==> src/rtl/aqi_pkg.sv <==
// Package for the air quality index core: item types, pollutant codes and the
// per-pollutant breakpoint tables with their reciprocal divisors.
// No dependencies.
`timescale 1ns / 1ps

package aqi_pkg;

  localparam int BANDS = 6;
  localparam int ROWS = 6;
  localparam int LIMIT = (BANDS < ROWS) ? BANDS : ROWS;
  localparam int ROW_W = $clog2(ROWS);
  localparam int LANE_STAGES = 4;

  localparam int CONC_W = 16;
  localparam int INDEX_W = 9;
  localparam int DIFF_W = 13;
  localparam int SCALE_W = 7;
  localparam int NUM_W = DIFF_W + SCALE_W;
  localparam int RECIP_W = 30;
  localparam int RECIP_SHIFT = 33;
  localparam int QUOT_W = SCALE_W;

  localparam logic [63:0] RECIP_ONE = 64'd1 << RECIP_SHIFT;

  typedef enum logic [1:0] {
    POL_CO,
    POL_NH4,
    POL_PM25
  } pollutant_t;

  typedef struct packed {
    logic [CONC_W-1:0] co_tenths;
    logic [CONC_W-1:0] nh4_tenths;
    logic [CONC_W-1:0] pm25_tenths;
  } sample_t;

  typedef struct packed {
    logic [INDEX_W-1:0] co_index;
    logic [INDEX_W-1:0] nh4_index;
    logic [INDEX_W-1:0] pm25_index;
    logic [INDEX_W-1:0] overall_index;
  } result_t;

  typedef struct packed {
    logic [CONC_W-1:0]  c_lo;
    logic [CONC_W:0]    c_hi;
    logic [INDEX_W-1:0] i_lo;
    logic [INDEX_W-1:0] i_hi;
    logic [RECIP_W-1:0] recip;
    logic               wide;
  } band_t;

  localparam logic [CONC_W:0] HI_OPEN = '1;

  localparam band_t CO_TAB [ROWS] = '{
    '{16'd0,   17'd10,  9'd0,   9'd50,  RECIP_W'(RECIP_ONE / 64'd10 + 64'd1),  1'b0},
    '{16'd11,  17'd20,  9'd51,  9'd100, RECIP_W'(RECIP_ONE / 64'd9 + 64'd1),   1'b0},
    '{16'd21,  17'd100, 9'd101, 9'd200, RECIP_W'(RECIP_ONE / 64'd79 + 64'd1),  1'b0},
    '{16'd101, 17'd170, 9'd201, 9'd300, RECIP_W'(RECIP_ONE / 64'd69 + 64'd1),  1'b0},
    '{16'd171, 17'd340, 9'd301, 9'd400, RECIP_W'(RECIP_ONE / 64'd169 + 64'd1), 1'b0},
    '{16'd340, HI_OPEN, 9'd401, 9'd500, '0, 1'b1}
  };

  localparam band_t NH4_TAB [ROWS] = '{
    '{16'd0,     17'd2000,  9'd0,   9'd50,  RECIP_W'(RECIP_ONE / 64'd2000 + 64'd1), 1'b0},
    '{16'd2010,  17'd4000,  9'd51,  9'd100, RECIP_W'(RECIP_ONE / 64'd1990 + 64'd1), 1'b0},
    '{16'd4010,  17'd8000,  9'd101, 9'd200, RECIP_W'(RECIP_ONE / 64'd3990 + 64'd1), 1'b0},
    '{16'd8010,  17'd12000, 9'd201, 9'd300, RECIP_W'(RECIP_ONE / 64'd3990 + 64'd1), 1'b0},
    '{16'd12011, 17'd18000, 9'd301, 9'd400, RECIP_W'(RECIP_ONE / 64'd5989 + 64'd1), 1'b0},
    '{16'd18000, HI_OPEN,   9'd401, 9'd500, '0, 1'b1}
  };

  localparam band_t PM25_TAB [ROWS] = '{
    '{16'd0,    17'd300,  9'd0,   9'd50,  RECIP_W'(RECIP_ONE / 64'd300 + 64'd1),  1'b0},
    '{16'd310,  17'd600,  9'd51,  9'd100, RECIP_W'(RECIP_ONE / 64'd290 + 64'd1),  1'b0},
    '{16'd610,  17'd900,  9'd101, 9'd200, RECIP_W'(RECIP_ONE / 64'd290 + 64'd1),  1'b0},
    '{16'd910,  17'd1200, 9'd201, 9'd300, RECIP_W'(RECIP_ONE / 64'd290 + 64'd1),  1'b0},
    '{16'd1211, 17'd2500, 9'd301, 9'd400, RECIP_W'(RECIP_ONE / 64'd1289 + 64'd1), 1'b0},
    '{16'd2510, HI_OPEN,  9'd401, 9'd500, '0, 1'b1}
  };

  function automatic band_t band_of(input pollutant_t pol, input logic [ROW_W-1:0] row);
    band_t b;
    b = CO_TAB[row];
    case (pol)
      POL_CO: b = CO_TAB[row];
      POL_NH4: b = NH4_TAB[row];
      POL_PM25: b = PM25_TAB[row];
      default: b = CO_TAB[row];
    endcase
    return b;
  endfunction

endpackage

==> src/rtl/aqi_lane.sv <==
// One pollutant lane: band search, clamp, scale, reciprocal divide, offset.
// Depends on aqi_pkg for the breakpoint tables and widths.
`timescale 1ns / 1ps

module aqi_lane (
  input  logic                            clk,
  input  aqi_pkg::pollutant_t             pollutant,
  input  logic [aqi_pkg::CONC_W-1:0]      conc,
  output logic [aqi_pkg::INDEX_W-1:0]     index
);

  logic [aqi_pkg::ROW_W-1:0]       pick;
  aqi_pkg::band_t                  scan_band;
  aqi_pkg::band_t                  pick_band;
  logic [aqi_pkg::CONC_W-1:0]      clamped;
  logic [aqi_pkg::ROW_W-1:0]       row1;
  logic [aqi_pkg::DIFF_W-1:0]      diff1;
  logic [aqi_pkg::ROW_W-1:0]       row2;
  logic [aqi_pkg::NUM_W-1:0]       num2;
  logic [aqi_pkg::ROW_W-1:0]       row3;
  logic [aqi_pkg::QUOT_W-1:0]      quot3;
  aqi_pkg::band_t                  band1;
  aqi_pkg::band_t                  band2;
  aqi_pkg::band_t                  band3;
  logic [aqi_pkg::SCALE_W-1:0]     scale1;
  logic [aqi_pkg::NUM_W+aqi_pkg::RECIP_W-1:0] prod2;

  always_comb begin
    pick = aqi_pkg::ROW_W'(aqi_pkg::LIMIT - 1);
    scan_band = aqi_pkg::band_of(pollutant, pick);
    for (int r = aqi_pkg::LIMIT - 1; r >= 0; r--) begin
      scan_band = aqi_pkg::band_of(pollutant, aqi_pkg::ROW_W'(r));
      if (scan_band.c_hi >= {1'b0, conc}) begin
        pick = aqi_pkg::ROW_W'(r);
      end
    end
    pick_band = aqi_pkg::band_of(pollutant, pick);
    clamped = conc;
    if ({1'b0, conc} > pick_band.c_hi) begin
      clamped = pick_band.c_hi[aqi_pkg::CONC_W-1:0];
    end
    if (clamped < pick_band.c_lo) begin
      clamped = pick_band.c_lo;
    end
  end

  always_ff @(posedge clk) begin
    row1 <= pick;
    diff1 <= pick_band.wide ? '0 : aqi_pkg::DIFF_W'(clamped - pick_band.c_lo);
  end

  assign band1 = aqi_pkg::band_of(pollutant, row1);
  assign scale1 = aqi_pkg::SCALE_W'(band1.i_hi - band1.i_lo);

  always_ff @(posedge clk) begin
    row2 <= row1;
    num2 <= aqi_pkg::NUM_W'(diff1 * scale1);
  end

  assign band2 = aqi_pkg::band_of(pollutant, row2);
  assign prod2 = num2 * band2.recip;

  always_ff @(posedge clk) begin
    row3 <= row2;
    quot3 <= prod2[aqi_pkg::RECIP_SHIFT +: aqi_pkg::QUOT_W];
  end

  assign band3 = aqi_pkg::band_of(pollutant, row3);

  always_ff @(posedge clk) begin
    index <= aqi_pkg::INDEX_W'(band3.i_lo + {2'b00, quot3});
  end

endmodule

==> src/rtl/aqi_merge.sv <==
// Merging stage: registers the three sub-indices with their maximum and the strobe.
// Depends on aqi_pkg for the result item type.
`timescale 1ns / 1ps

module aqi_merge (
  input  logic                        clk,
  input  logic                        rst,
  input  logic                        valid,
  input  logic [aqi_pkg::INDEX_W-1:0] co_idx,
  input  logic [aqi_pkg::INDEX_W-1:0] nh4_idx,
  input  logic [aqi_pkg::INDEX_W-1:0] pm25_idx,
  output logic                        done,
  output aqi_pkg::result_t            result
);

  logic [aqi_pkg::INDEX_W-1:0] top_ab;
  logic [aqi_pkg::INDEX_W-1:0] top_all;

  assign top_ab = (nh4_idx > co_idx) ? nh4_idx : co_idx;
  assign top_all = (pm25_idx > top_ab) ? pm25_idx : top_ab;

  always_ff @(posedge clk) begin
    if (rst) begin
      done <= 1'b0;
    end else begin
      done <= valid;
    end
  end

  always_ff @(posedge clk) begin
    result.co_index <= co_idx;
    result.nh4_index <= nh4_idx;
    result.pm25_index <= pm25_idx;
    result.overall_index <= top_all;
  end

  a_overall_is_max: assert property (@(posedge clk) disable iff (rst)
    done |-> (result.overall_index >= result.co_index) &&
             (result.overall_index >= result.nh4_index) &&
             (result.overall_index >= result.pm25_index))
    else $error("overall index below a sub-index");

  a_overall_is_member: assert property (@(posedge clk) disable iff (rst)
    done |-> (result.overall_index == result.co_index) ||
             (result.overall_index == result.nh4_index) ||
             (result.overall_index == result.pm25_index))
    else $error("overall index matches no sub-index");

endmodule

==> src/rtl/aqi_breakpoint_index_core.sv <==
// Top level of the air quality index core: three pollutant lanes and a merging stage.
// Depends on aqi_pkg, aqi_lane and aqi_merge.
// done strobes a result once its item has passed the lane pipeline and the merging stage.
// Throughput: one item per cycle; busy is never raised and every stage is a plain register.
// The lane pipeline registers search, scale multiply, reciprocal multiply and offset in order.
// Reset clears the valid pipeline and the done strobe; data registers are not reset.
`timescale 1ns / 1ps

module aqi_breakpoint_index_core (
  input  logic             clk,
  input  logic             rst,
  input  logic             start,
  output logic             busy,
  input  aqi_pkg::sample_t sample,
  output logic             done,
  output aqi_pkg::result_t result
);

  logic [aqi_pkg::LANE_STAGES-1:0] valid_pipe;
  logic [aqi_pkg::INDEX_W-1:0]     co_idx;
  logic [aqi_pkg::INDEX_W-1:0]     nh4_idx;
  logic [aqi_pkg::INDEX_W-1:0]     pm25_idx;

  assign busy = 1'b0;

  always_ff @(posedge clk) begin
    if (rst) begin
      valid_pipe <= '0;
    end else begin
      valid_pipe <= {valid_pipe[aqi_pkg::LANE_STAGES-2:0], start && !busy};
    end
  end

  aqi_lane u_co_lane (
    .clk       (clk),
    .pollutant (aqi_pkg::POL_CO),
    .conc      (sample.co_tenths),
    .index     (co_idx)
  );

  aqi_lane u_nh4_lane (
    .clk       (clk),
    .pollutant (aqi_pkg::POL_NH4),
    .conc      (sample.nh4_tenths),
    .index     (nh4_idx)
  );

  aqi_lane u_pm25_lane (
    .clk       (clk),
    .pollutant (aqi_pkg::POL_PM25),
    .conc      (sample.pm25_tenths),
    .index     (pm25_idx)
  );

  aqi_merge u_merge (
    .clk      (clk),
    .rst      (rst),
    .valid    (valid_pipe[aqi_pkg::LANE_STAGES-1]),
    .co_idx   (co_idx),
    .nh4_idx  (nh4_idx),
    .pm25_idx (pm25_idx),
    .done     (done),
    .result   (result)
  );

  a_done_follows_start: assert property (@(posedge clk) disable iff (rst)
    done |-> $past(start, aqi_pkg::LANE_STAGES + 1))
    else $error("result strobed without an accepted item");

  a_start_gives_done: assert property (@(posedge clk) disable iff (rst)
    (start && !busy) |-> ##(aqi_pkg::LANE_STAGES + 1) done)
    else $error("accepted item produced no result");

endmodule
==> config.mk <==
export PLATFORM = sky130hd
export DESIGN_NAME = aqi_breakpoint_index_core
export DESIGN_NICKNAME = d
export VERILOG_FILES = /design/src/rtl/aqi_pkg.sv /design/src/rtl/aqi_lane.sv /design/src/rtl/aqi_merge.sv /design/src/rtl/aqi_breakpoint_index_core.sv
export SDC_FILE = /design/constraint.sdc
export NUM_CORES = 2
export LEC_CHECK = 0
export ABC_CLOCK_PERIOD_IN_PS = 12350
export BUFFER_PORTS_ARGS = -buffer_cell sky130_fd_sc_hd__buf_4
export CAP_MARGIN = 40
export CORE_MARGIN = 3
export CORE_UTILIZATION = 66
export DETAILED_ROUTE_END_ITERATION = 6
export PLACE_DENSITY = 0.84
export SLEW_MARGIN = 10
export SYNTH_ARGS = -nofsm -noshare
export SYNTH_HDL_FRONTEND = slang
export SYNTH_SLANG_ARGS = --single-unit
==> constraint.sdc <==
create_clock -name clk -period 12.35 [get_ports clk]
set_input_delay 2.47 -clock clk [delete_from_list [all_inputs] [get_ports clk]]
set_output_delay 2.47 -clock clk [all_outputs]
set_load 0.01 [all_outputs]
Word level (Yosys, flattened, before mapping) --
Memories as Yosys holds them, arrays and structs flattened. Index checks and enable logic that the tools add are counted.
Storage, ports and cells: input bits 51, memories kept 12, logic and storage cells 148, flip-flop bits (word level) 215, memory bits (writable) 0, output and inout port bits 38, ROM bits 7872, latch bits 0
Memory list:
- (no name shown) | words 8, bits a word 82, rd ports 1, clocked after memory_dff 0, wr ports 0, RTL line aqi_pkg.sv:84 | b = CO_TAB[row];
- (no name shown) | words 8, bits a word 82, rd ports 1, clocked after memory_dff 0, wr ports 0, RTL line aqi_pkg.sv:87 | POL_NH4: b = NH4_TAB[row];
- (no name shown) | words 8, bits a word 82, rd ports 1, clocked after memory_dff 0, wr ports 0, RTL line aqi_pkg.sv:84
- (no name shown) | words 8, bits a word 82, rd ports 1, clocked after memory_dff 0, wr ports 0, RTL line aqi_pkg.sv:84
- (no name shown) | words 8, bits a word 82, rd ports 1, clocked after memory_dff 0, wr ports 0, RTL line aqi_pkg.sv:88 | POL_PM25: b = PM25_TAB[row];
- (no name shown) | words 8, bits a word 82, rd ports 1, clocked after memory_dff 0, wr ports 0, RTL line aqi_pkg.sv:88
- +6 memories
Cells by class: order comparisons 35, equality and inequality tests 0, $add $sub $neg 9, shift-type cells 0, reductions and logical operators 0, multipliers 6, mux-type cells 47, bitwise gates (word level) 12, divide/modulo/power cells 0
Operator list (number):
- $mux 82 | 6
- $mux 49 | 6
- $mux 47 | 6
- $mux 31 | 6
- $mul 20x30->40 | 3
- $mul 13x7->20 | 3
- $gt 16x17->1 | 3
- $ge 4x4->1 const B | 12
- $lt 16x16->1 | 3
- $mux 16 | 3
- $not 3->4 | 12
- $mux 13 | 3
- $sub 13x13->13 | 3
- $mux 3 | 12
- $ge 10x16->1 const A | 2
- $ge 11x16->1 const A | 2
- $ge 12x16->1 const A | 2
- $ge 9x16->1 const A | 2
- $add 9x7->9 | 3
- $sub 7x7->7 | 3
- $gt 9x9->1 | 2
- $mux 9 | 2
- $ge 13x16->1 const A | 1
- $ge 14x16->1 const A | 1
- 6 further kinds | 8

Longest topological paths before layout --
word-level depth 15, mapped depth 48, mapped depth without buffers 45

By module --
From an unflattened synthesis, not the netlist that was laid out.
Second synthesis, totals: cells, all modules 8610, area, all modules 74365.1 um2
Modules (own cells, without submodules):
- aqi_lane (u_nh4_lane) | seq. area each 1161.1 um2, cells an instance 2855, area each 24414.7 um2, instances 1
- aqi_lane (u_pm25_lane) | seq. area each 1161.1 um2, cells an instance 2813, area each 24264.5 um2, instances 1
- aqi_lane (u_co_lane) | seq. area each 1161.1 um2, cells an instance 2810, area each 24140.7 um2, instances 1
- aqi_merge | seq. area each 740.7 um2, cells an instance 121, area each 1425.1 um2, instances 1
- aqi_breakpoint_index_core | seq. area each 80.1 um2, cells an instance 11, area each 120.1 um2, instances 1

Worst setup path after synthesis --
OpenSTA, ideal clock, no wires.
kind input to register, start point input sample[16] in the netlist's numbering, end point register u_nh4_lane.diff1[11] in the netlist's numbering, data arrival time 10.060 ns, slack 2.171 ns, stages 39, data required time 12.231 ns, setup time 0.119 ns, path through or4_4 -> o21a_1 -> nand4_1 -> and2_1 -> clkbuf_1 -> inv_1 -> nand2_2 -> nand2_1 -> a32oi_1 -> inv_1 -> ha_1 -> and3_1 -> nor2_1 -> inv_1 -> ha_1 -> nand4_1 -> a211o_1 -> a31oi_1 -> [3 not listed] -> a21oi_1 -> ha_1 -> a21o_1 -> a21o_1 -> a21oi_1 -> o21ai_0 -> o31ai_2 -> nand2_2 -> mux2_1 -> ha_1 -> o21a_1 -> o211ai_1 -> nand2_1 -> a21boi_2 -> and4_4 -> o41ai_2 -> nor3b_1 -> nor3_1
Between the ends: elaborated cells between the ends (all ways) 19, those cells by class add/sub: 1; order compare: 7; mux: 9; bitwise: 1; memory: 1
RTL lines:
- from (decl) | RTL line aqi_breakpoint_index_core.sv:14 | input aqi_pkg::sample_t sample,
- $ge 14x16->1 | RTL line aqi_lane.sv:33 | if (scan_band.c_hi >= {1'b0, conc}) begin
- $mux 3 (3 in a row) | RTL line aqi_lane.sv:33
- $mux 3 (*) | RTL line aqi_lane.sv:33
- named net u_nh4_lane.pick (one bit) | RTL line aqi_lane.sv:12 | logic [aqi_pkg::ROW_W-1:0] pick;
- $not 3->4 (*)
- $mem_v2 8x82 (*)
- $mux 82 (not written as such) (*) (2 in a row) | RTL line aqi_pkg.sv:87
- $gt 16x17->1 | RTL line aqi_lane.sv:39 | if ({1'b0, conc} > pick_band.c_hi) begin
- $mux 16 | RTL line aqi_lane.sv:39
- $lt 16x16->1 | RTL line aqi_lane.sv:42 | if (clamped < pick_band.c_lo) begin
- $mux 13 | RTL line aqi_lane.sv:42
- $sub 13x13->13 | RTL line aqi_lane.sv:49 | diff1 <= pick_band.wide ? '0 : aqi_pkg::DIFF_W'(clamped - pick_band.c_lo);
- to (signal assigned) | RTL line aqi_lane.sv:49
- to (decl) | RTL line aqi_lane.sv:17 | logic [aqi_pkg::DIFF_W-1:0] diff1;
Mark *: on every way through the listed nets, which the timed path passes. The rest lies on a longest branch. The select of a mux whose other input is x is not followed. A chain may end at the register's enable or synchronous reset.

Worst setup path after layout --
start point input sample[0] in the netlist's numbering, end point register u_pm25_lane.diff1[12] in the netlist's numbering
Between the ends: word-level cells in the longest chain between the ends 15, elaborated cells between the ends (all ways) 19, those cells by class add/sub: 1; order compare: 7; mux: 9; bitwise: 1; memory: 1
Ends and longest elaborated chain (RTL line):
- $ge 12x16->1 | aqi_lane.sv:33
- $mux 1 | aqi_lane.sv:33
- $mux 3 (3 in a row) | aqi_lane.sv:33
- $mux 3 (*) | aqi_lane.sv:33
- named net u_pm25_lane.pick (one bit) | aqi_lane.sv:12
- $not 3->4 (*)
- $mem_v2 8x82 (*)
- $mux 82 (not written as such) (*) (2 in a row) | aqi_pkg.sv:88
- $gt 16x17->1 | aqi_lane.sv:39
- $mux 16 | aqi_lane.sv:39
- $lt 16x16->1 | aqi_lane.sv:42
- $mux 13 | aqi_lane.sv:42
- $sub 13x13->13 | aqi_lane.sv:49
- to (signal assigned) | aqi_lane.sv:49
- to (decl) | aqi_lane.sv:17
Marked as above.

==> flow_summary.json <==
{
  "dp_slack_ps": 975,
  "cts_buffer_depth": 3,
  "gp_congestion": 1.02,
  "crit_type": "in2reg",
  "routedWlPerCell_um": 20.8,
  "post_cts_buffers": 0,
  "rsz0062_at_grt": "false",
  "ir_worst_vdd_mv": 0.133,
  "insertion_delay_ps": 610,
  "hpwl_um": 135000,
  "synth_cells": 6291,
  "final_util_pct": 70.4,
  "clkTransAtPathRegs_ps": 80,
  "fin_cells": 7526,
  "grt_pass1_vias": 46700,
  "nFillCells": 6527,
  "synth_fa_ha_area_share_pct": 60.2,
  "yosysTopAreaCellShare_pct": 43.7,
  "cp_num_cells": 42,
  "worst_slack_ps": 1460,
  "leakage_nw": 34.4,
  "hold_viol": 0,
  "yosys.area_share.simple_pct": 11.5,
  "cts_tree": "done",
  "synthTopCellsByCount": "1,703 x inv_1, 1,296 x fa_1, 786 x ha_1, 517 x nand2_1, 271 x nor2_1",
  "first_pass_iters": 7,
  "status": "finished with violations",
  "portBuffers": 87,
  "min_period_over_period_pct": 88.1,
  "synthArstFlopShare_pct": 0,
  "ys_types": 88,
  "drv_cap": 0,
  "endpoint_kind": "register",
  "nets": 8468,
  "ys_ff_latch": 215,
  "grt_start_max_net_pins": 38,
  "hp-class": "reg2reg",
  "dieWidth_um": 306,
  "yosysSeqAreaShare_pct": 7.24,
  "htree_num_levels": 1,
  "critPathRequiredTime_ps": 12830,
  "cp_num_buf_inv": 6,
  "finalWirelength_um": 156000,
  "drt-vias-per-instance": 5.70,
  "syn_nets": 8424,
  "drc": 9,
  "rr_worst_depth": 27,
  "cts_buffers": 28,
  "layout-drive-gt1-share_pct": 4.01,
  "antenna_found_initial": 5,
  "synthMuxAreaShare_pct": 1.23,
  "pin_count": 89,
  "syn_area_um2": 59400,
  "vias": 42900,
  "critical-path-max-stage-delay_ps": 660,
  "start_kind": "primary input",
  "cts.sinks": 215,
  "tightest_slew_ps": 1020,
  "syn_avg_cell_area_um2": 9.45,
  "cts_hold_buf": 0,
  "max_freq_mhz": 91.9,
  "synth_top_family_by_area": "adder cells",
  "netlist.top_cell.by_area": "fa_1",
  "root_buffer": "clkbuf_16",
  "synth_edf_count": 0,
  "violations": "DRC",
  "relSlewSlack_pct": 31.8,
  "arrival_ps": 11370,
  "ant_nets": 0,
  "yosysMostFrequentCell": "inv_1",
  "netlist_top_cells_area": "fa_1 44%, ha_1 17%, inv_1 11%, dfxtp_1 7.2%, nand2_1 3.3%",
  "powerDensity_nw_per_um2": 83.5,
  "crit_slowest_cell": "o31ai_4",
  "rows": 109,
  "ctsResizeCount": 0,
  "skew_ps": 42.3,
  "area_delta_synth_final_pct": 5.20,
  "core_area_um2": 88800,
  "finalSetupViolCount": 0,
  "initial_utilization_pct": 66.9,
  "crit_family": "compound AO/OA/AOI/OAI gates",
  "grt_overflow_total": 0,
  "track_usage_pct": 34.3,
  "critPathMaxFanout": 18,
  "synth-compound-area-share_pct": 5.87,
  "hold_path_depth": 0,
  "grt_pass1_wl_um": 251000,
  "drt-initial-drc-count": 3601,
  "die_y_um": 306,
  "final-max-slew-violation-count": 0,
  "synthXorXnorAreaFrac_pct": 2.30,
  "dpl.cell_count": 7470,
  "setup_tns_ps": 0,
  "yosys_most_used_dff": "dfxtp_1",
  "ys.warnings.count": 0,
  "dieArea_um2": 93700,
  "fin_crit_ps": 10890
}
-- placed cells by master (no fill, tap or decap), types with 8 or more instances in the layout --
| cell type | n |
|---|---|
| o211ai_1 | 11 |
| nor2_1 | 271 |
| nor3_1 | 35 |
| or3_1 | 20 |
| dfxtp_1 | 215 |
| inv_1 | 1703 |
| o21bai_1 | 17 |
| nand2b_1 | 85 |
| o21ai_0 | 87 |
| nand3_1 | 35 |
| fa_1 | 1296 |
| a211o_1 | 10 |
| mux2i_1 | 40 |
| ha_1 | 786 |
| nand2_1 | 517 |
| a21o_1 | 71 |
| nor2b_1 | 88 |
| o31ai_1 | 11 |
| a21oi_1 | 156 |
| a211oi_1 | 21 |
| buf_4 | 136 |
| and2_1 | 263 |
| mux2_2 | 14 |
| xnor2_1 | 116 |
| or2_2 | 14 |
| and3_1 | 36 |
| clkbuf_16 | 29 |
| nand4_1 | 22 |
| a2111oi_0 | 8 |
| xor2_1 | 40 |
| o21a_1 | 43 |
| a31oi_1 | 16 |
-- cell type report --
class                           instances  area, um2  share of cell area, %
Antenna cell                            4       10.0                 0.0160
Clock buffer                           34        785                   1.26
Clock inverter                         18        219                  0.350
Inverter                             1711       6420                   10.3
Multi-Input combinational cell       4239      48200                   77.1
Sequential cell                       215       4300                   6.89
Tap cell                             1165       1460                   2.33
Timing Repair Buffer                  140       1100                   1.76
-- per-stage QoR --
| step | instance area [um2] | total power [mW] | hold WS [ps] |
|---|---|---|---|
| floorplan | 59400 | 3.30 | 329 |
| global placement | 61300 | 4.09 | 368 |
| detailed placement | 61500 | 4.28 | 367 |
| CTS | 62500 | 5.22 | 355 |
| global route | 62500 | 5.78 | 363 |
| finish | 62500 | 5.22 | 356 |
-- flip-flops by register name (all words and copies together) (netlist names) --
name	count
u_nh4_lane.num2	20
u_pm25_lane.row3	3
u_nh4_lane.row2	3
u_nh4_lane.index	9
u_merge.done	1
u_nh4_lane.row1	3
u_merge.result	36
u_pm25_lane.num2	20
u_pm25_lane.row2	3
valid_pipe	4
u_pm25_lane.quot3	7
u_co_lane.num2	20
u_nh4_lane.quot3	7
u_nh4_lane.row3	3
u_pm25_lane.index	9
u_co_lane.quot3	7
u_co_lane.row1	3
u_co_lane.row3	3
u_co_lane.diff1	13
u_pm25_lane.diff1	13
u_pm25_lane.row1	3
u_nh4_lane.diff1	13
u_co_lane.index	9
u_co_lane.row2	3
-- logic make-up after synthesis --
family,count (synthesis)
xor gates and xnor gates,156
AOI/OAI and AO/OA,519
other,1
buffers and inverters,1837
muxes,67
adders and majority gates,2082
DFF,215
and+or+nand+nor,1414
-- layer usage --
metal,vias to the layer above,global-route usage [%],routed length [um]
li1,19000,-,-
met1,21200,46.2,61100
met2,2259,54.0,70000
met3,488,9.68,18500
met4,0,11.9,6820
met5,-,0,0
-- final timing paths --
| check | startpoint | to | slack [ps] |
|---|---|---|---|
| worst min-delay path | u_pm25_lane.index[0]$_DFF_P_ | u_merge.result[9]$_DFF_P_ | 360 |
| worst max register to register | u_co_lane.row2[1]$_DFF_P_ | u_co_lane.quot3[5]$_DFF_P_ | 2440 |
| worst max-delay path | sample[0] | u_pm25_lane.diff1[12]$_SDFF_PP0_ | 1460 |
| worst min register to register | u_pm25_lane.index[0]$_DFF_P_ | u_merge.result[9]$_DFF_P_ | 360 |
-- where the power goes --
part / total, mW / switching [mW] / internal, mW
Combinational: 3.41 / 1.96 / 1.45
Clock: 0.893 / 0.372 / 0.521
Sequential: 0.920 / 0.137 / 0.782
Note: power is estimated with default switching activity, not from simulation.
